File: config.mk
export PLATFORM = sky130hd
export DESIGN_NAME = subharmonic_octave_effect_flat
export DESIGN_NICKNAME = d
export VERILOG_FILES = /design/src/sofx_pkg.sv /design/src/sofx_in_if.sv /design/src/sofx_out_if.sv /design/src/sofx_cfg_if.sv /design/src/subharmonic_octave_effect.sv /design/src/sofx_delay.sv /design/src/sofx_seq.sv /design/src/sofx_dp.sv /design/src/flat_wrapper.sv
export SDC_FILE = /design/constraint.sdc
export NUM_CORES = 2
export LEC_CHECK = 0
export ABC_AREA = 1
export CORE_MARGIN = 2
export CORE_UTILIZATION = 35
export DETAILED_ROUTE_END_ITERATION = 10
export DONT_BUFFER_PORTS = 1
export PLACE_DENSITY = 0.46
export SYNTH_ARGS = -nofsm -noshare
export SYNTH_HDL_FRONTEND = slang
export SYNTH_SLANG_ARGS = --single-unit
File: constraint.sdc
create_clock -name clk -period 21.7 [get_ports clk]
set_clock_uncertainty 0.05 [all_clocks]
set_input_delay 3.255 -clock clk [delete_from_list [all_inputs] [get_ports clk]]
set_output_delay 3.255 -clock clk [all_outputs]
set_load 0.03 [all_outputs]
File: src/sofx_pkg.sv
package sofx_pkg;

  localparam int SAMPLE_W  = 16;
  localparam int TAPS_W    = 7;
  localparam int GAIN_W    = 16;
  localparam int REG_IDX_W = 2;

  // datapath widths
  localparam int A_W     = 32;
  localparam int B_W     = 18;
  localparam int PROD_W  = A_W + B_W;
  localparam int ACC_W   = 34;
  localparam int FM_W    = 18;
  localparam int RECT_W  = 18;
  localparam int Y_W     = 17;
  localparam int SOFT_W  = 17;
  localparam int Q1_W    = 17;
  localparam int PROC_W  = 17;

  localparam int UNITY        = 32768;
  localparam int SUB_ON_LEVEL = 328;
  localparam int K_DELAYED    = 9830;
  localparam int K_SMOOTH     = 3277;
  localparam int K_KEEP       = 29491;
  localparam int K_SCALE      = 22938;
  localparam int K_CLIP       = 21846;
  localparam int FM_MAX       = 131071;
  localparam int FM_MIN       = -131072;
  localparam int OUT_MAX      = 32767;
  localparam int OUT_MIN      = -32768;

  // y^3 / (3 * 2^30): shift by 30 after adding half the divisor, then
  // divide by 3 as a multiply by ceil(2^17 / 3) and a shift by 17
  localparam int CUBE_SH   = 30;
  localparam logic [PROD_W-1:0] CUBE_HALF = PROD_W'(3) << (CUBE_SH - 1);
  localparam int RECIP3    = 43691;
  localparam int RECIP_SH  = 17;

  localparam logic [TAPS_W-1:0] DELAY_TAPS_RST = TAPS_W'(51);
  localparam logic [GAIN_W-1:0] SUB_LEVEL_RST  = GAIN_W'(9830);
  localparam logic [GAIN_W-1:0] DRIVE_GAIN_RST = GAIN_W'(24576);
  localparam logic [GAIN_W-1:0] WET_MIX_RST    = GAIN_W'(32768);

  typedef enum logic [REG_IDX_W-1:0] {
    REG_DELAY_TAPS = 2'd0,
    REG_SUB_LEVEL  = 2'd1,
    REG_DRIVE_GAIN = 2'd2,
    REG_WET_MIX    = 2'd3
  } reg_idx_t;

  typedef enum logic [3:0] {
    A_DLY, A_FM, A_RECT, A_Y, A_PROD, A_Q1, A_SOFT, A_X, A_SUB, A_PROC
  } asel_t;

  typedef enum logic [3:0] {
    B_K_DELAYED, B_K_KEEP, B_K_SMOOTH, B_DRIVE, B_Y, B_RECIP3, B_K_SCALE,
    B_DRY_SL, B_SL, B_DRY_WM, B_WM
  } bsel_t;

  typedef enum logic [3:0] {
    OP_NOP, OP_RECT, OP_LOAD, OP_FILT, OP_YCLIP, OP_CUBEQ, OP_SOFT, OP_SUB,
    OP_PROC, OP_OUT
  } op_t;

  typedef enum logic [1:0] {
    JMP_NEXT, JMP_IF_OFF, JMP_DONE
  } jmp_t;

  typedef enum logic {
    SEQ_IDLE, SEQ_RUN
  } seq_state_t;

  localparam int STEP_W = 5;
  localparam logic [STEP_W-1:0] STEP_MIX  = 5'd13;
  localparam logic [STEP_W-1:0] LAST_STEP = 5'd17;

  typedef struct packed {
    asel_t             a_sel;
    bsel_t             b_sel;
    op_t               op;
    jmp_t              jmp;
    logic [STEP_W-1:0] target;
  } uword_t;

  typedef struct packed {
    uword_t uw;
    logic   en;
  } ctl_t;

  typedef struct packed {
    logic [GAIN_W-1:0] drive;
    logic [GAIN_W-1:0] sl;
    logic [GAIN_W-1:0] dry_sl;
    logic [GAIN_W-1:0] wm;
    logic [GAIN_W-1:0] dry_wm;
  } mix_cfg_t;

  // Microprogram. Each step issues one product; the op field consumes the
  // product issued by the step before.
  function automatic uword_t ucode(input logic [STEP_W-1:0] pc);
    uword_t uw;
    unique case (pc)
      5'd0:    uw = '{A_DLY,  B_K_DELAYED, OP_NOP,   JMP_IF_OFF, STEP_MIX};
      5'd1:    uw = '{A_FM,   B_K_KEEP,    OP_RECT,  JMP_NEXT,   '0};
      5'd2:    uw = '{A_RECT, B_K_SMOOTH,  OP_LOAD,  JMP_NEXT,   '0};
      5'd3:    uw = '{A_FM,   B_DRIVE,     OP_FILT,  JMP_NEXT,   '0};
      5'd4:    uw = '{A_FM,   B_DRIVE,     OP_NOP,   JMP_NEXT,   '0};
      5'd5:    uw = '{A_Y,    B_Y,         OP_YCLIP, JMP_NEXT,   '0};
      5'd6:    uw = '{A_Y,    B_Y,         OP_NOP,   JMP_NEXT,   '0};
      5'd7:    uw = '{A_PROD, B_Y,         OP_NOP,   JMP_NEXT,   '0};
      5'd8:    uw = '{A_Q1,   B_RECIP3,    OP_CUBEQ, JMP_NEXT,   '0};
      5'd9:    uw = '{A_Q1,   B_RECIP3,    OP_NOP,   JMP_NEXT,   '0};
      5'd10:   uw = '{A_SOFT, B_K_SCALE,   OP_SOFT,  JMP_NEXT,   '0};
      5'd11:   uw = '{A_SOFT, B_K_SCALE,   OP_NOP,   JMP_NEXT,   '0};
      5'd12:   uw = '{A_X,    B_DRY_SL,    OP_SUB,   JMP_NEXT,   '0};
      5'd13:   uw = '{A_X,    B_DRY_SL,    OP_NOP,   JMP_NEXT,   '0};
      5'd14:   uw = '{A_SUB,  B_SL,        OP_LOAD,  JMP_NEXT,   '0};
      5'd15:   uw = '{A_X,    B_DRY_WM,    OP_PROC,  JMP_NEXT,   '0};
      5'd16:   uw = '{A_PROC, B_WM,        OP_LOAD,  JMP_NEXT,   '0};
      5'd17:   uw = '{A_PROC, B_WM,        OP_OUT,   JMP_DONE,   '0};
      default: uw = '{A_X,    B_WM,        OP_NOP,   JMP_DONE,   '0};
    endcase
    return uw;
  endfunction

  // Arithmetic shift right with round to nearest, ties away from zero.
  function automatic logic signed [PROD_W-1:0] rnd_shift(
    input logic signed [PROD_W-1:0] v,
    input int                       sh
  );
    logic [PROD_W-1:0] mag;
    logic [PROD_W-1:0] r;
    mag = v[PROD_W-1] ? PROD_W'(-v) : PROD_W'(v);
    r   = (mag + (PROD_W'(1) << (sh - 1))) >> sh;
    return v[PROD_W-1] ? -signed'(r) : signed'(r);
  endfunction

endpackage

File: src/sofx_in_if.sv
interface sofx_in_if;
  logic                                 valid;
  logic                                 ready;
  logic signed [sofx_pkg::SAMPLE_W-1:0] in_sample;

  modport source (output valid, output in_sample, input ready);
  modport sink   (input valid, input in_sample, output ready);
endinterface

File: src/sofx_out_if.sv
interface sofx_out_if;
  logic                                 valid;
  logic                                 ready;
  logic signed [sofx_pkg::SAMPLE_W-1:0] out_sample;

  modport source (output valid, output out_sample, input ready);
  modport sink   (input valid, input out_sample, output ready);
endinterface

File: src/sofx_cfg_if.sv
interface sofx_cfg_if;
  logic                                valid;
  logic                                ready;
  logic [sofx_pkg::REG_IDX_W-1:0]      index;
  logic [sofx_pkg::GAIN_W-1:0]         data;

  modport source (output valid, output index, output data, input ready);
  modport sink   (input valid, input index, input data, output ready);
endinterface

File: src/subharmonic_octave_effect.sv
// Subharmonic octave effect: one Q1.15 sample in, one Q1.15 sample out.
//
// samp_in  : input transactions (valid/ready, in_sample).
// samp_out : result transactions (valid/ready, out_sample), one per input.
// cfg      : register writes (index, data); always ready. Write only while
//            no sample is in flight. 0 delay_taps, 1 sub_level,
//            2 drive_gain, 3 wet_mix; data bits above a register's width drop.
//
// A small microprogram drives one shared 32x18 multiplier; every product is
// registered and taken by the next step. With sub_level at 328 or more a
// sample runs 18 steps; below that the subharmonic steps, which hold the
// multiplier chain of the rectifier, low-pass, drive and cubic clip, are
// skipped. The next input is taken only once the program has finished.
// The result sits in an output register, so a new input is accepted while
// it waits; a second result stalls the program at its last step until
// samp_out takes the first. Reset clears the ring position, the fill count
// that stands in for a cleared delay store, the filter memory and the
// registers to their defaults; no clearing pass is needed.
module subharmonic_octave_effect #(
  parameter int DELAY_DEPTH = 128
) (
  input logic        clk,
  input logic        rst,
  sofx_in_if.sink    samp_in,
  sofx_out_if.source samp_out,
  sofx_cfg_if.sink   cfg
);

  logic [sofx_pkg::TAPS_W-1:0]          delay_taps;
  logic [sofx_pkg::GAIN_W-1:0]          sub_level;
  logic [sofx_pkg::GAIN_W-1:0]          drive_gain;
  logic [sofx_pkg::GAIN_W-1:0]          wet_mix;

  logic                                 accept;
  logic                                 busy;
  logic                                 sub_on;
  logic                                 res_fire;
  logic                                 out_valid;
  logic signed [sofx_pkg::SAMPLE_W-1:0] out_sample;
  logic signed [sofx_pkg::SAMPLE_W-1:0] dly;
  logic signed [sofx_pkg::SAMPLE_W-1:0] res;
  logic [sofx_pkg::GAIN_W-1:0]          sl_eff;
  logic [sofx_pkg::GAIN_W-1:0]          wm_eff;
  sofx_pkg::ctl_t                       ctl;
  sofx_pkg::mix_cfg_t                   mix_cfg;

  // ---- configuration registers ----
  assign cfg.ready = 1'b1;

  always_ff @(posedge clk) begin
    if (rst) begin
      delay_taps <= sofx_pkg::DELAY_TAPS_RST;
      sub_level  <= sofx_pkg::SUB_LEVEL_RST;
      drive_gain <= sofx_pkg::DRIVE_GAIN_RST;
      wet_mix    <= sofx_pkg::WET_MIX_RST;
    end else if (cfg.valid) begin
      unique case (sofx_pkg::reg_idx_t'(cfg.index))
        sofx_pkg::REG_DELAY_TAPS: delay_taps <= cfg.data[sofx_pkg::TAPS_W-1:0];
        sofx_pkg::REG_SUB_LEVEL:  sub_level  <= cfg.data;
        sofx_pkg::REG_DRIVE_GAIN: drive_gain <= cfg.data;
        sofx_pkg::REG_WET_MIX:    wet_mix    <= cfg.data;
        default: ;
      endcase
    end
  end

  // gains above unity act as unity
  assign sl_eff = (sub_level > sofx_pkg::GAIN_W'(sofx_pkg::UNITY))
                  ? sofx_pkg::GAIN_W'(sofx_pkg::UNITY) : sub_level;
  assign wm_eff = (wet_mix > sofx_pkg::GAIN_W'(sofx_pkg::UNITY))
                  ? sofx_pkg::GAIN_W'(sofx_pkg::UNITY) : wet_mix;
  assign sub_on = (sl_eff >= sofx_pkg::GAIN_W'(sofx_pkg::SUB_ON_LEVEL));

  assign mix_cfg.drive  = drive_gain;
  assign mix_cfg.sl     = sl_eff;
  assign mix_cfg.dry_sl = sofx_pkg::GAIN_W'(sofx_pkg::UNITY) - sl_eff;
  assign mix_cfg.wm     = wm_eff;
  assign mix_cfg.dry_wm = sofx_pkg::GAIN_W'(sofx_pkg::UNITY) - wm_eff;

  // ---- input side ----
  assign samp_in.ready = !busy;
  assign accept        = samp_in.valid && !busy;

  // ring store: delayed sample read and new sample written on accept
  sofx_delay #(
    .DEPTH (DELAY_DEPTH)
  ) u_delay (
    .clk     (clk),
    .rst     (rst),
    .wr_en   (accept),
    .wr_data (samp_in.in_sample),
    .taps    (delay_taps),
    .rd_data (dly)
  );

  sofx_seq u_seq (
    .clk       (clk),
    .rst       (rst),
    .start     (accept),
    .sub_on    (sub_on),
    .out_valid (out_valid),
    .out_ready (samp_out.ready),
    .busy      (busy),
    .ctl       (ctl)
  );

  sofx_dp u_dp (
    .clk   (clk),
    .rst   (rst),
    .start (accept),
    .ctl   (ctl),
    .cfg   (mix_cfg),
    .x_in  (samp_in.in_sample),
    .dly   (dly),
    .res   (res)
  );

  // ---- output register ----
  assign res_fire = ctl.en && (ctl.uw.op == sofx_pkg::OP_OUT);

  always_ff @(posedge clk) begin
    if (rst) begin
      out_valid <= 1'b0;
    end else if (res_fire) begin
      out_valid <= 1'b1;
    end else if (samp_out.ready) begin
      out_valid <= 1'b0;
    end
  end

  always_ff @(posedge clk) begin
    if (res_fire) begin
      out_sample <= res;
    end
  end

  assign samp_out.valid      = out_valid;
  assign samp_out.out_sample = out_sample;

endmodule

File: src/sofx_delay.sv
module sofx_delay #(
  parameter int DEPTH = 128
) (
  input  logic                                 clk,
  input  logic                                 rst,
  input  logic                                 wr_en,
  input  logic signed [sofx_pkg::SAMPLE_W-1:0] wr_data,
  input  logic [sofx_pkg::TAPS_W-1:0]          taps,
  output logic signed [sofx_pkg::SAMPLE_W-1:0] rd_data
);

  localparam int AW = $clog2(DEPTH);

  logic signed [sofx_pkg::SAMPLE_W-1:0] mem [DEPTH];
  logic signed [sofx_pkg::SAMPLE_W-1:0] rd_q;
  logic                                 rd_ok;
  logic [AW-1:0]                        wr_ptr;
  logic [AW-1:0]                        fill;   // writes so far, held at DEPTH-1
  logic [AW-1:0]                        taps_w;
  logic                                 taps_ok;
  logic [AW:0]                          diff;
  logic [AW-1:0]                        rd_addr;

  assign taps_w  = AW'(taps);
  assign taps_ok = (taps != '0) && (int'(taps) < DEPTH);
  assign diff    = {1'b0, wr_ptr} - {1'b0, taps_w};
  assign rd_addr = diff[AW] ? AW'(diff + (AW+1)'(DEPTH)) : diff[AW-1:0];

  // entry behind the pointer was written once fill has reached the tap count
  always_ff @(posedge clk) begin
    if (rst) begin
      wr_ptr <= '0;
      fill   <= '0;
      rd_ok  <= 1'b0;
    end else if (wr_en) begin
      wr_ptr <= (wr_ptr == AW'(DEPTH - 1)) ? '0 : wr_ptr + 1'b1;
      if (fill != AW'(DEPTH - 1)) begin
        fill <= fill + 1'b1;
      end
      rd_ok <= taps_ok && (fill >= taps_w);
    end
  end

  always_ff @(posedge clk) begin
    if (wr_en) begin
      mem[wr_ptr] <= wr_data;
      rd_q        <= mem[rd_addr];
    end
  end

  assign rd_data = rd_ok ? rd_q : '0;

endmodule

File: src/sofx_seq.sv
module sofx_seq (
  input  logic               clk,
  input  logic               rst,
  input  logic               start,
  input  logic               sub_on,
  input  logic               out_valid,
  input  logic               out_ready,
  output logic               busy,
  output sofx_pkg::ctl_t     ctl
);

  sofx_pkg::seq_state_t             state;
  sofx_pkg::seq_state_t             state_next;
  logic [sofx_pkg::STEP_W-1:0]      pc;
  logic [sofx_pkg::STEP_W-1:0]      pc_next;
  sofx_pkg::uword_t                 uw;
  logic                             stall;

  assign uw    = sofx_pkg::ucode(pc);
  assign busy  = (state == sofx_pkg::SEQ_RUN);
  // result step waits while the output register still holds a result
  assign stall = (uw.op == sofx_pkg::OP_OUT) && out_valid && !out_ready;

  assign ctl.uw = uw;
  assign ctl.en = busy && !stall;

  always_ff @(posedge clk) begin
    if (rst) begin
      state <= sofx_pkg::SEQ_IDLE;
      pc    <= '0;
    end else begin
      state <= state_next;
      pc    <= pc_next;
    end
  end

  always_comb begin
    state_next = state;
    pc_next    = pc;
    unique case (state)
      sofx_pkg::SEQ_IDLE: begin
        if (start) begin
          state_next = sofx_pkg::SEQ_RUN;
          pc_next    = '0;
        end
      end
      sofx_pkg::SEQ_RUN: begin
        if (!stall) begin
          unique case (uw.jmp)
            sofx_pkg::JMP_NEXT:   pc_next = pc + 1'b1;
            sofx_pkg::JMP_IF_OFF: pc_next = sub_on ? pc + 1'b1 : uw.target;
            sofx_pkg::JMP_DONE:   state_next = sofx_pkg::SEQ_IDLE;
            default:              state_next = sofx_pkg::SEQ_IDLE;
          endcase
        end
      end
      default: state_next = sofx_pkg::SEQ_IDLE;
    endcase
  end

  a_start_pc0: assert property (@(posedge clk) disable iff (rst)
    start && !busy |=> busy && (pc == '0))
    else $error("sequencer did not start at step 0");

  a_stall_hold: assert property (@(posedge clk) disable iff (rst)
    busy && stall |=> busy && $stable(pc))
    else $error("sequencer moved while result stalled");

  a_pc_range: assert property (@(posedge clk) disable iff (rst)
    busy |-> pc <= sofx_pkg::LAST_STEP)
    else $error("step counter past end of program");

  a_done_idle: assert property (@(posedge clk) disable iff (rst)
    busy && !stall && (uw.jmp == sofx_pkg::JMP_DONE) |=> !busy)
    else $error("sequencer did not finish after last step");

endmodule

File: src/sofx_dp.sv
module sofx_dp (
  input  logic                                 clk,
  input  logic                                 rst,
  input  logic                                 start,
  input  sofx_pkg::ctl_t                       ctl,
  input  sofx_pkg::mix_cfg_t                   cfg,
  input  logic signed [sofx_pkg::SAMPLE_W-1:0] x_in,
  input  logic signed [sofx_pkg::SAMPLE_W-1:0] dly,
  output logic signed [sofx_pkg::SAMPLE_W-1:0] res
);

  localparam int PW = sofx_pkg::PROD_W;

  logic signed [sofx_pkg::SAMPLE_W-1:0] x;
  logic signed [sofx_pkg::FM_W-1:0]     fm;
  logic signed [sofx_pkg::RECT_W-1:0]   rect;
  logic signed [sofx_pkg::Y_W-1:0]      y;
  logic                                 clip;
  logic [sofx_pkg::Q1_W-1:0]            q1;
  logic                                 cneg;
  logic signed [sofx_pkg::SOFT_W-1:0]   shaped;
  logic signed [sofx_pkg::SAMPLE_W-1:0] sub;
  logic signed [sofx_pkg::PROC_W-1:0]   proc;
  logic signed [sofx_pkg::ACC_W-1:0]    acc;
  logic signed [PW-1:0]                 prod;

  logic signed [sofx_pkg::A_W-1:0]      a_op;
  logic signed [sofx_pkg::B_W-1:0]      b_op;
  logic signed [PW-1:0]                 prod_r15;
  logic signed [PW-1:0]                 prod_r12;
  logic signed [PW-1:0]                 acc_sum;
  logic signed [PW-1:0]                 sum_r15;
  logic signed [sofx_pkg::RECT_W-1:0]   dsum;
  logic [sofx_pkg::RECT_W-1:0]          dmag;
  logic signed [sofx_pkg::RECT_W:0]     rect_w;
  logic signed [sofx_pkg::FM_W-1:0]     fm_next;
  logic [PW-1:0]                        cmag;
  logic [PW-1:0]                        ct;
  logic signed [sofx_pkg::SOFT_W-1:0]   qd;

  always_comb begin
    unique case (ctl.uw.a_sel)
      sofx_pkg::A_DLY:  a_op = sofx_pkg::A_W'(dly);
      sofx_pkg::A_FM:   a_op = sofx_pkg::A_W'(fm);
      sofx_pkg::A_RECT: a_op = sofx_pkg::A_W'(rect);
      sofx_pkg::A_Y:    a_op = sofx_pkg::A_W'(y);
      sofx_pkg::A_PROD: a_op = signed'(prod[sofx_pkg::A_W-1:0]);
      sofx_pkg::A_Q1:   a_op = signed'(sofx_pkg::A_W'(q1));
      sofx_pkg::A_SOFT: a_op = sofx_pkg::A_W'(shaped);
      sofx_pkg::A_X:    a_op = sofx_pkg::A_W'(x);
      sofx_pkg::A_SUB:  a_op = sofx_pkg::A_W'(sub);
      sofx_pkg::A_PROC: a_op = sofx_pkg::A_W'(proc);
      default:          a_op = '0;
    endcase
  end

  always_comb begin
    unique case (ctl.uw.b_sel)
      sofx_pkg::B_K_DELAYED: b_op = sofx_pkg::B_W'(sofx_pkg::K_DELAYED);
      sofx_pkg::B_K_KEEP:    b_op = sofx_pkg::B_W'(sofx_pkg::K_KEEP);
      sofx_pkg::B_K_SMOOTH:  b_op = sofx_pkg::B_W'(sofx_pkg::K_SMOOTH);
      sofx_pkg::B_DRIVE:     b_op = signed'(sofx_pkg::B_W'(cfg.drive));
      sofx_pkg::B_Y:         b_op = sofx_pkg::B_W'(y);
      sofx_pkg::B_RECIP3:    b_op = sofx_pkg::B_W'(sofx_pkg::RECIP3);
      sofx_pkg::B_K_SCALE:   b_op = sofx_pkg::B_W'(sofx_pkg::K_SCALE);
      sofx_pkg::B_DRY_SL:    b_op = signed'(sofx_pkg::B_W'(cfg.dry_sl));
      sofx_pkg::B_SL:        b_op = signed'(sofx_pkg::B_W'(cfg.sl));
      sofx_pkg::B_DRY_WM:    b_op = signed'(sofx_pkg::B_W'(cfg.dry_wm));
      sofx_pkg::B_WM:        b_op = signed'(sofx_pkg::B_W'(cfg.wm));
      default:               b_op = '0;
    endcase
  end

  assign prod_r15 = sofx_pkg::rnd_shift(prod, 15);
  assign prod_r12 = sofx_pkg::rnd_shift(prod, 12);
  assign acc_sum  = PW'(acc) + prod;
  assign sum_r15  = sofx_pkg::rnd_shift(acc_sum, 15);

  // x + 0.3 * delayed, full-wave rectified, doubled, minus one
  assign dsum   = sofx_pkg::RECT_W'(x) + prod_r15[sofx_pkg::RECT_W-1:0];
  assign dmag   = dsum[sofx_pkg::RECT_W-1] ? sofx_pkg::RECT_W'(-dsum)
                                           : sofx_pkg::RECT_W'(dsum);
  assign rect_w = signed'({dmag, 1'b0}) - (sofx_pkg::RECT_W+1)'(sofx_pkg::UNITY);

  always_comb begin
    if (sum_r15 > sofx_pkg::FM_MAX) begin
      fm_next = sofx_pkg::FM_W'(sofx_pkg::FM_MAX);
    end else if (sum_r15 < sofx_pkg::FM_MIN) begin
      fm_next = sofx_pkg::FM_W'(sofx_pkg::FM_MIN);
    end else begin
      fm_next = sum_r15[sofx_pkg::FM_W-1:0];
    end
  end

  // cube magnitude plus half of 3 * 2^30
  assign cmag = prod[PW-1] ? PW'(-prod) : PW'(prod);
  assign ct   = cmag + sofx_pkg::CUBE_HALF;
  assign qd   = signed'(sofx_pkg::SOFT_W'(prod >>> sofx_pkg::RECIP_SH));

  always_comb begin
    if (sum_r15 > sofx_pkg::OUT_MAX) begin
      res = sofx_pkg::SAMPLE_W'(sofx_pkg::OUT_MAX);
    end else if (sum_r15 < sofx_pkg::OUT_MIN) begin
      res = sofx_pkg::SAMPLE_W'(sofx_pkg::OUT_MIN);
    end else begin
      res = sum_r15[sofx_pkg::SAMPLE_W-1:0];
    end
  end

  always_ff @(posedge clk) begin
    if (rst) begin
      fm <= '0;
    end else if (ctl.en && (ctl.uw.op == sofx_pkg::OP_FILT)) begin
      fm <= fm_next;
    end
  end

  always_ff @(posedge clk) begin
    if (start) begin
      x   <= x_in;
      sub <= '0;
    end else if (ctl.en) begin
      prod <= a_op * b_op;
      unique case (ctl.uw.op)
        sofx_pkg::OP_RECT: rect <= rect_w[sofx_pkg::RECT_W-1:0];
        sofx_pkg::OP_LOAD: acc  <= sofx_pkg::ACC_W'(prod);
        sofx_pkg::OP_YCLIP: begin
          if (prod_r12 > sofx_pkg::UNITY) begin
            clip   <= 1'b1;
            shaped <= sofx_pkg::SOFT_W'(sofx_pkg::K_CLIP);
          end else if (prod_r12 < -sofx_pkg::UNITY) begin
            clip   <= 1'b1;
            shaped <= sofx_pkg::SOFT_W'(-sofx_pkg::K_CLIP);
          end else begin
            clip <= 1'b0;
            y    <= prod_r12[sofx_pkg::Y_W-1:0];
          end
        end
        sofx_pkg::OP_CUBEQ: begin
          cneg <= prod[PW-1];
          q1   <= sofx_pkg::Q1_W'(ct >> sofx_pkg::CUBE_SH);
        end
        sofx_pkg::OP_SOFT: begin
          if (!clip) begin
            shaped <= y - (cneg ? -qd : qd);
          end
        end
        sofx_pkg::OP_SUB:  sub  <= prod_r15[sofx_pkg::SAMPLE_W-1:0];
        sofx_pkg::OP_PROC: proc <= sum_r15[sofx_pkg::PROC_W-1:0];
        default: ;
      endcase
    end
  end

endmodule

File: src/flat_wrapper.sv
// flat-port wrapper written by rule: the top's interface ports become plain ports
module subharmonic_octave_effect_flat 
#(
  parameter int DELAY_DEPTH = 128
)
  (clk, rst, samp_in_valid, samp_in_in_sample, samp_in_ready, samp_out_valid, samp_out_out_sample, samp_out_ready, cfg_valid, cfg_index, cfg_data, cfg_ready);
  sofx_in_if samp_in_i ();
  sofx_out_if samp_out_i ();
  sofx_cfg_if cfg_i ();
  input logic clk;
  input logic rst;
  input wire logic [$bits(samp_in_i.valid)-1:0] samp_in_valid;
  input wire logic [$bits(samp_in_i.in_sample)-1:0] samp_in_in_sample;
  output wire logic [$bits(samp_in_i.ready)-1:0] samp_in_ready;
  output wire logic [$bits(samp_out_i.valid)-1:0] samp_out_valid;
  output wire logic [$bits(samp_out_i.out_sample)-1:0] samp_out_out_sample;
  input wire logic [$bits(samp_out_i.ready)-1:0] samp_out_ready;
  input wire logic [$bits(cfg_i.valid)-1:0] cfg_valid;
  input wire logic [$bits(cfg_i.index)-1:0] cfg_index;
  input wire logic [$bits(cfg_i.data)-1:0] cfg_data;
  output wire logic [$bits(cfg_i.ready)-1:0] cfg_ready;
  assign samp_in_i.valid = samp_in_valid;
  assign samp_in_i.in_sample = samp_in_in_sample;
  assign samp_in_ready = samp_in_i.ready;
  assign samp_out_valid = samp_out_i.valid;
  assign samp_out_out_sample = samp_out_i.out_sample;
  assign samp_out_i.ready = samp_out_ready;
  assign cfg_i.valid = cfg_valid;
  assign cfg_i.index = cfg_index;
  assign cfg_i.data = cfg_data;
  assign cfg_ready = cfg_i.ready;
  subharmonic_octave_effect #(.DELAY_DEPTH(DELAY_DEPTH)) u_core (.clk(clk), .rst(rst), .samp_in(samp_in_i), .samp_out(samp_out_i), .cfg(cfg_i));
endmodule
[After elaboration in Yosys (flattened, before gate mapping)]
Memory sizes are Yosys's and may differ from the RTL's. A register that Yosys moved wholly into a read port is not among the register bits.
Index checks and enable logic that the tools add are counted.
Cells by class
  $add $sub $neg: 22
  multipliers: 1
  order comparisons: 10
  equal/unequal tests: 39
  multiplexer cells: 36
  bitwise operators: 4
  reduce and logical (&&, ||, !) cells: 33
Operator list (number)
  $pmux W32 S10: 1
  $mux W50: 4
  $pmux W18 S11: 1
  $lt A50 B16 Y1 const B: 2
  $neg A50 Y50: 2
  $mux W17: 5
  $mux W16: 4
  $mux W18: 3
  $add A34 B50 Y50: 1
  $add A50 B12 Y50 const B: 1
  $add A50 B15 Y50 const B: 1
  $gt A50 B16 Y1 const B: 1
  $gt A50 B17 Y1 const B: 1
  $gt A50 B18 Y1 const B: 1
  $lt A50 B18 Y1 const B: 1
  $mul A32 B18 Y50: 1
  $neg A35 Y50: 1
  $neg A38 Y50: 1
  $eq A4 B3 Y1 const B: 12
  $add A47 B31 Y47 const B: 1
  $neg A17 Y17: 2
  $pmux W17 S2: 1
  $add A33 B15 Y33 const B: 1
  $gt A16 B16 Y1 const B: 2
  37 further kinds: 94
Storage, ports and cells
  register bits after elaboration: 315
  RAM bits: 2048
  ROM bits: 544
  input port bits: 39
  output and inout bits: 19
  logic and storage cells: 170
  memories kept: 2
Memory list
  u_core.u_delay.mem: words 128, width 16, rd ports 1, clocked after Yosys merged registers in 1, wr ports 1, line sofx_delay.sv:14  | logic signed [sofx_pkg::SAMPLE_W-1:0] mem [DEPTH];
  (name not given): words 32, width 17, rd ports 1, clocked after Yosys merged registers in 1, wr ports 0, line sofx_pkg.sv:102  | unique case (pc)

[Longest topological paths before layout]
  depth after elaboration: 9
  gate-level depth with buffers: 56
  depth with buffers taken out: 56

[Hierarchy]
Synthesis repeated with hierarchy kept, for this count alone.
Unflattened totals
  cell total of the unflattened synthesis: 15578
  area, all modules: 138829.4 um^2
By module, submodules not included
  sofx_delay: times used 1, cells an instance 8505, area each 89303.1 um^2, sequential area each 62279.7 um^2
  sofx_dp: times used 1, cells an instance 6416, area each 44659.1 um^2, sequential area each 6296.0 um^2
  subharmonic_octave_effect: times used 1, cells an instance 487, area each 3624.7 um^2, sequential area each 1601.5 um^2
  sofx_seq: times used 1, cells an instance 170, area each 1242.4 um^2, sequential area each 400.4 um^2

[Least setup slack after synthesis]
OpenSTA, ideal clock, no wires.
  path kind: register -> register
  from: register, netlist name u_core.u_seq.uw[11]
  to: register u_core.u_dp.prod[45], data pin
  setup time: 0.269 ns
  data arrival time: 8.435 ns
  data required time: 21.381 ns
  path slack: 12.946 ns
  stages on the path, launching flop included: 50
  path buffers: 2
  clock period less this slack: 8.754 ns
  cells stage by stage: dfxtp_1 -> inv_1 -> nor2_1 -> inv_1 -> nor2_1 -> clkbuf_1 -> nand2_1 -> o21ai_0 -> ha_1 -> nand2_1 -> nor2_1 -> nand3_1 -> nor2_1 -> nand2_1 -> nand3_1 -> nand2_1 -> inv_2 -> clkbuf_1 -> (+14 left out) -> nand3_1 -> nand2_1 -> a21o_1 -> a21oi_1 -> o21ai_0 -> a21oi_1 -> nor3_1 -> nor2_1 -> o21ai_0 -> nand4_1 -> o211ai_1 -> nand2_1 -> nand2_1 -> nand2_1 -> nand2_1 -> a21boi_0 -> o31ai_1 -> xor2_1
On the way
  longest elaborated chain between the ends: 3
  elaborated cells on any way between the ends: 13
  those cells by class: mul: 1; eq/ne: 10; mux: 1; reduce/logical: 1
Ends and longest elaborated chain
  $eq A4 B4 Y1 (tied with other cells): line sofx_dp.sv:58  | unique case (ctl.uw.b_sel)
  $pmux W18 S11 *: line sofx_dp.sv:58
  $mul A32 B18 Y50 *: line sofx_dp.sv:123  | prod <= a_op * b_op;
  end signal, assigned: line sofx_dp.sv:123
  end, declared: line sofx_dp.sv:25  | logic signed [PW-1:0] prod;
Mark *: on every way between the ends. The rest lies on a longest branch, timed or not.
A chain may end at the register's enable or synchronous reset.

[Worst setup path after layout]
  from: register u_core.wet_mix[7] (netlist bit)
  to: register u_core.u_dp.prod[45], data pin
On the way
  longest elaborated chain between the ends: 5
Ends and longest elaborated chain
  start, declared: line subharmonic_octave_effect.sv:32  | logic [sofx_pkg::GAIN_W-1:0] wet_mix;
  start signal, assigned: line subharmonic_octave_effect.sv:55  | wet_mix <= sofx_pkg::WET_MIX_RST;
  start signal, assigned: line subharmonic_octave_effect.sv:61  | sofx_pkg::REG_WET_MIX: wet_mix <= cfg.data;
  $gt A16 B16 Y1: line subharmonic_octave_effect.sv:70  | assign wm_eff = (wet_mix > sofx_pkg::GAIN_W'(sofx_pkg::UNITY))
  $mux W16 *: line subharmonic_octave_effect.sv:71  | ? sofx_pkg::GAIN_W'(sofx_pkg::UNITY) : wet_mix;
  $sub A16 B16 Y16: line subharmonic_octave_effect.sv:78  | assign mix_cfg.dry_wm = sofx_pkg::GAIN_W'(sofx_pkg::UNITY) - wm_eff;
  $pmux W18 S11 *: line sofx_dp.sv:58
  $mul A32 B18 Y50 *: line sofx_dp.sv:123
Marked as above.

==> reports/results.ini <==
[die]
start_util_pct=35.14
dieArea_mm2=0.3786
ioPinCount=58
die_y_um=615.3
num_rows=224
die-width_um=615.3
coreArea_mm2=0.3722

[sta]
finalMaxSlewViolations=0
period_needed_ns=10.59
setup_violations=0
tightest_slew_ns=1.194
finalCritPeriodShare_pct=48.78
maxSlewHeadroom_pct=20.29
hold_viol_final=0
rsz0062_at_grt=false
finalWorstSetupSlack_ns=11.11
max_freq_mhz=94.47
tns_ns=0

[cells_and_area]
syn2layout_area_growth_pct=11.43
stdcell_area_mm2=0.1457
final_cell_mix=nand2_1 (2432), nor2_1 (2431), edfxtp_1 (2267), inv_1 (1492), o21ai_0 (713)
final_common_cell=nand2_1
drive_gt1_share_pct=6.716
fin_nets=14020
final_util_pct=39.15

[worst_setup_path]
arrival_ns=11.11
rr_endpoint=u_core.u_dp.prod[45]$_DFFE_PP_
rr_worst_depth=49
critPathMaxStageDelay_ns=0.58
worstPathRequired_ns=22.22
ff2ff_setup_slack_ns=11.11
crit_path_end=u_core.u_dp.prod[45]$_DFFE_PP_
crit_type=flip-flop to flip-flop
critPathLaunch=u_core.wet_mix[7]$_SDFFE_PP0P_
rr_startpoint=u_core.wet_mix[7]$_SDFFE_PP0P_
crit_path_end_kind=flip-flop
crit_fanout=25
slowest_stage=inv_2
startpoint_type=flip-flop
crit_top_cell=nand2_1

[power]
intPower_mw=8.454
power_leakage_nw=55.67
p_comb_share_pct=19.7
peakVddDrop_mv=0.06645
pwr-share-seq_pct=42.4
switchingPower_mw=3.717
switching_share_pct=30.54
clockPowerShare_pct=37.9
power_per_cell_area_mw_per_mm2=83.51

[synthesis]
seq_area_frac_synth_pct=53.96
ys_dominant_reg_cell=edfxtp_1
synthCells=13280
synth_edf_count=2267
yosysWarnings=0
synth_fp_nets=14120
synthesis.area_mm2=0.1308
avgSynthCellArea_um2=9.848
yosys_register_bits=2392
async_reset_ff_share_pct=0
yosysUniqueCellTypes=65

[placed_design]
port_buffers=0
post_dp_cell_area_mm2=0.1368
gp_congestion=0.9232
post-dp-hpwl_um=296000
place_ws_ns=11.06

[route]
dr.pass1.iters=8
vias=96350
dr.first_iter.drc_count=8819
wl_um=442600
drt.antenna.violating_nets=0
avgRoutedWirePerCell_um=24.07
viasPerCell=5.241
drc=0

[grt]
antenna_found_initial=13
grt_pass1_wl_um=644500
first_global_vias=94930
grt_remaining_overflow=0
track_usage_pct=22.80
grt_max_degree=228

[cts]
cts_made_buffers=283
cts_tree=yes
worstSkewPairLatency_ns=0.91
cts_sinks=2392
clock_path_buffers=4
root_buffer=clkbuf_16
ctsResizeCount=0
postCtsSetupBuffers=0
clkSlewWorstSetupHoldPaths_ns=0.06
ctsHoldBuffers=0
ctsHtreeMaxLevel=5

[run]
cap_violations=0

[min_path]
hp-class=flip-flop to flip-flop

[outcome]
status=finished, final reports clean

==> critical path: cells and delay by family (launching register included) <==
kind,cells,cell delay [ns]
adder cells (fa/ha/maj),8,3.35
XOR/XNOR,1,0.11
buffers and inverters,7,1.09
AND/OR/NAND/NOR,22,2.61
flip-flops,1,0.33
AO/OA/AOI/OAI,11,2.73
==> metal layers <==
metal / global-route usage (%) / part of all wire (%) / wire length [um]
met1: 29.83 / 43 / 188500
met2: 38.73 / 48 / 213400
met3: 2.414 / 4.9 / 21760
met4: 9.017 / 4.3 / 18990
met5: 0 / 0 / 0
==> logic make-up after synthesis <==
group,synth area share (%)
AND/OR/NAND/NOR,18.48
AO/OA/AOI/OAI,8.890
XOR/XNOR,1.573
other,0.002867
buffers and inverters,6.266
adder cells (fa/ha/maj),10.83
flip-flops,53.96
==> per-stage QoR <==
step	power, mW	instances	hold WS [ns]
finish	12.17	18380	0.4038
global route	12.68	18380	0.4219
CTS	12.29	18370	0.4037
detailed placement	7.658	17870	0.3963
global placement	7.648	17870	0.3920
floorplan	6.815	13280	0.3745
==> state kept, by name, summed over array words and instances (netlist names), 17 cells and up <==
name / flops
u_core.u_delay.mem: 2048
u_core.u_dp.prod: 50
u_core.u_dp.acc: 34
u_core.u_dp.fm: 18
u_core.u_dp.proc: 17
u_core.u_dp.q1: 17
u_core.u_dp.rect: 17
u_core.u_dp.shaped: 17
u_core.u_dp.y: 17
==> cells in the mapped netlist (all sizes together) (11+ instances only) <==
cell	count	area share (%)
o21ai	731	2.8
nor3	65	0.25
o21bai	16	0.092
a21o	11	0.063
clkbuf	533	1.5
clkinv	18	0.053
a22o	28	0.19
xor2	172	1.2
a221oi	18	0.12
edfxtp	2267	52
ha	239	2.3
dfxtp	125	1.9
nand3	621	2.5
nand3b	36	0.21
fa	558	8.5
o211ai	13	0.075
nor4	32	0.16
a31oi	110	0.53
nand2	2511	7.4
buf	85	0.30
or2	14	0.067
nand4	94	0.45
inv	1529	4.4
o22ai	12	0.057
a21oi	250	0.96
xnor2	62	0.42
o32ai	512	3.4
nor2	2518	7.4
a2111oi	12	0.080
a32oi	27	0.18
==> area by class of cell <==
| class | count | area (um2) |
|---|---|---|
| flip-flops and latches | 2392 | 70580 |
| inverters | 1547 | 5826 |
| multi-input cells | 8723 | 52310 |
| fillers | 36800 | 226500 |
| well taps | 4972 | 6221 |
| clock buffers | 355 | 7487 |
| clock inverters | 145 | 1404 |
| repair buffers | 238 | 1874 |
| diodes | 12 | 30.03 |
==> worst min-delay path by stage <==
stage | to | cells after the start | slack [ns] | from
CTS | u_core.drive_gain[9]$_SDFFE_PP0P_ | 2 | 0.40 | u_core.drive_gain[9]$_SDFFE_PP0P_
detailed placement | u_core.drive_gain[9]$_SDFFE_PP0P_ | 2 | 0.40 | u_core.drive_gain[9]$_SDFFE_PP0P_
floorplan | u_core.drive_gain[12]$_SDFFE_PP0P_ | 2 | 0.37 | u_core.drive_gain[12]$_SDFFE_PP0P_
finish | u_core.drive_gain[12]$_SDFFE_PP0P_ | 2 | 0.40 | u_core.drive_gain[12]$_SDFFE_PP0P_
global placement | u_core.drive_gain[12]$_SDFFE_PP0P_ | 2 | 0.39 | u_core.drive_gain[12]$_SDFFE_PP0P_
global route | u_core.drive_gain[4]$_SDFFE_PP0P_ | 2 | 0.42 | u_core.drive_gain[4]$_SDFFE_PP0P_
==> power groups by stage <==
stage / Sequential (mW) / Combinational (mW) / Clock [mW]
after floorplan: 5.23 / 1.59 / 0
after global placement: 5.25 / 2.39 / 0
after detailed placement: 5.26 / 2.40 / 0
after CTS: 5.16 / 2.41 / 4.72
after global routing: 5.16 / 2.64 / 4.89
final: 5.16 / 2.40 / 4.61
Power figures use the tool's default switching activity.
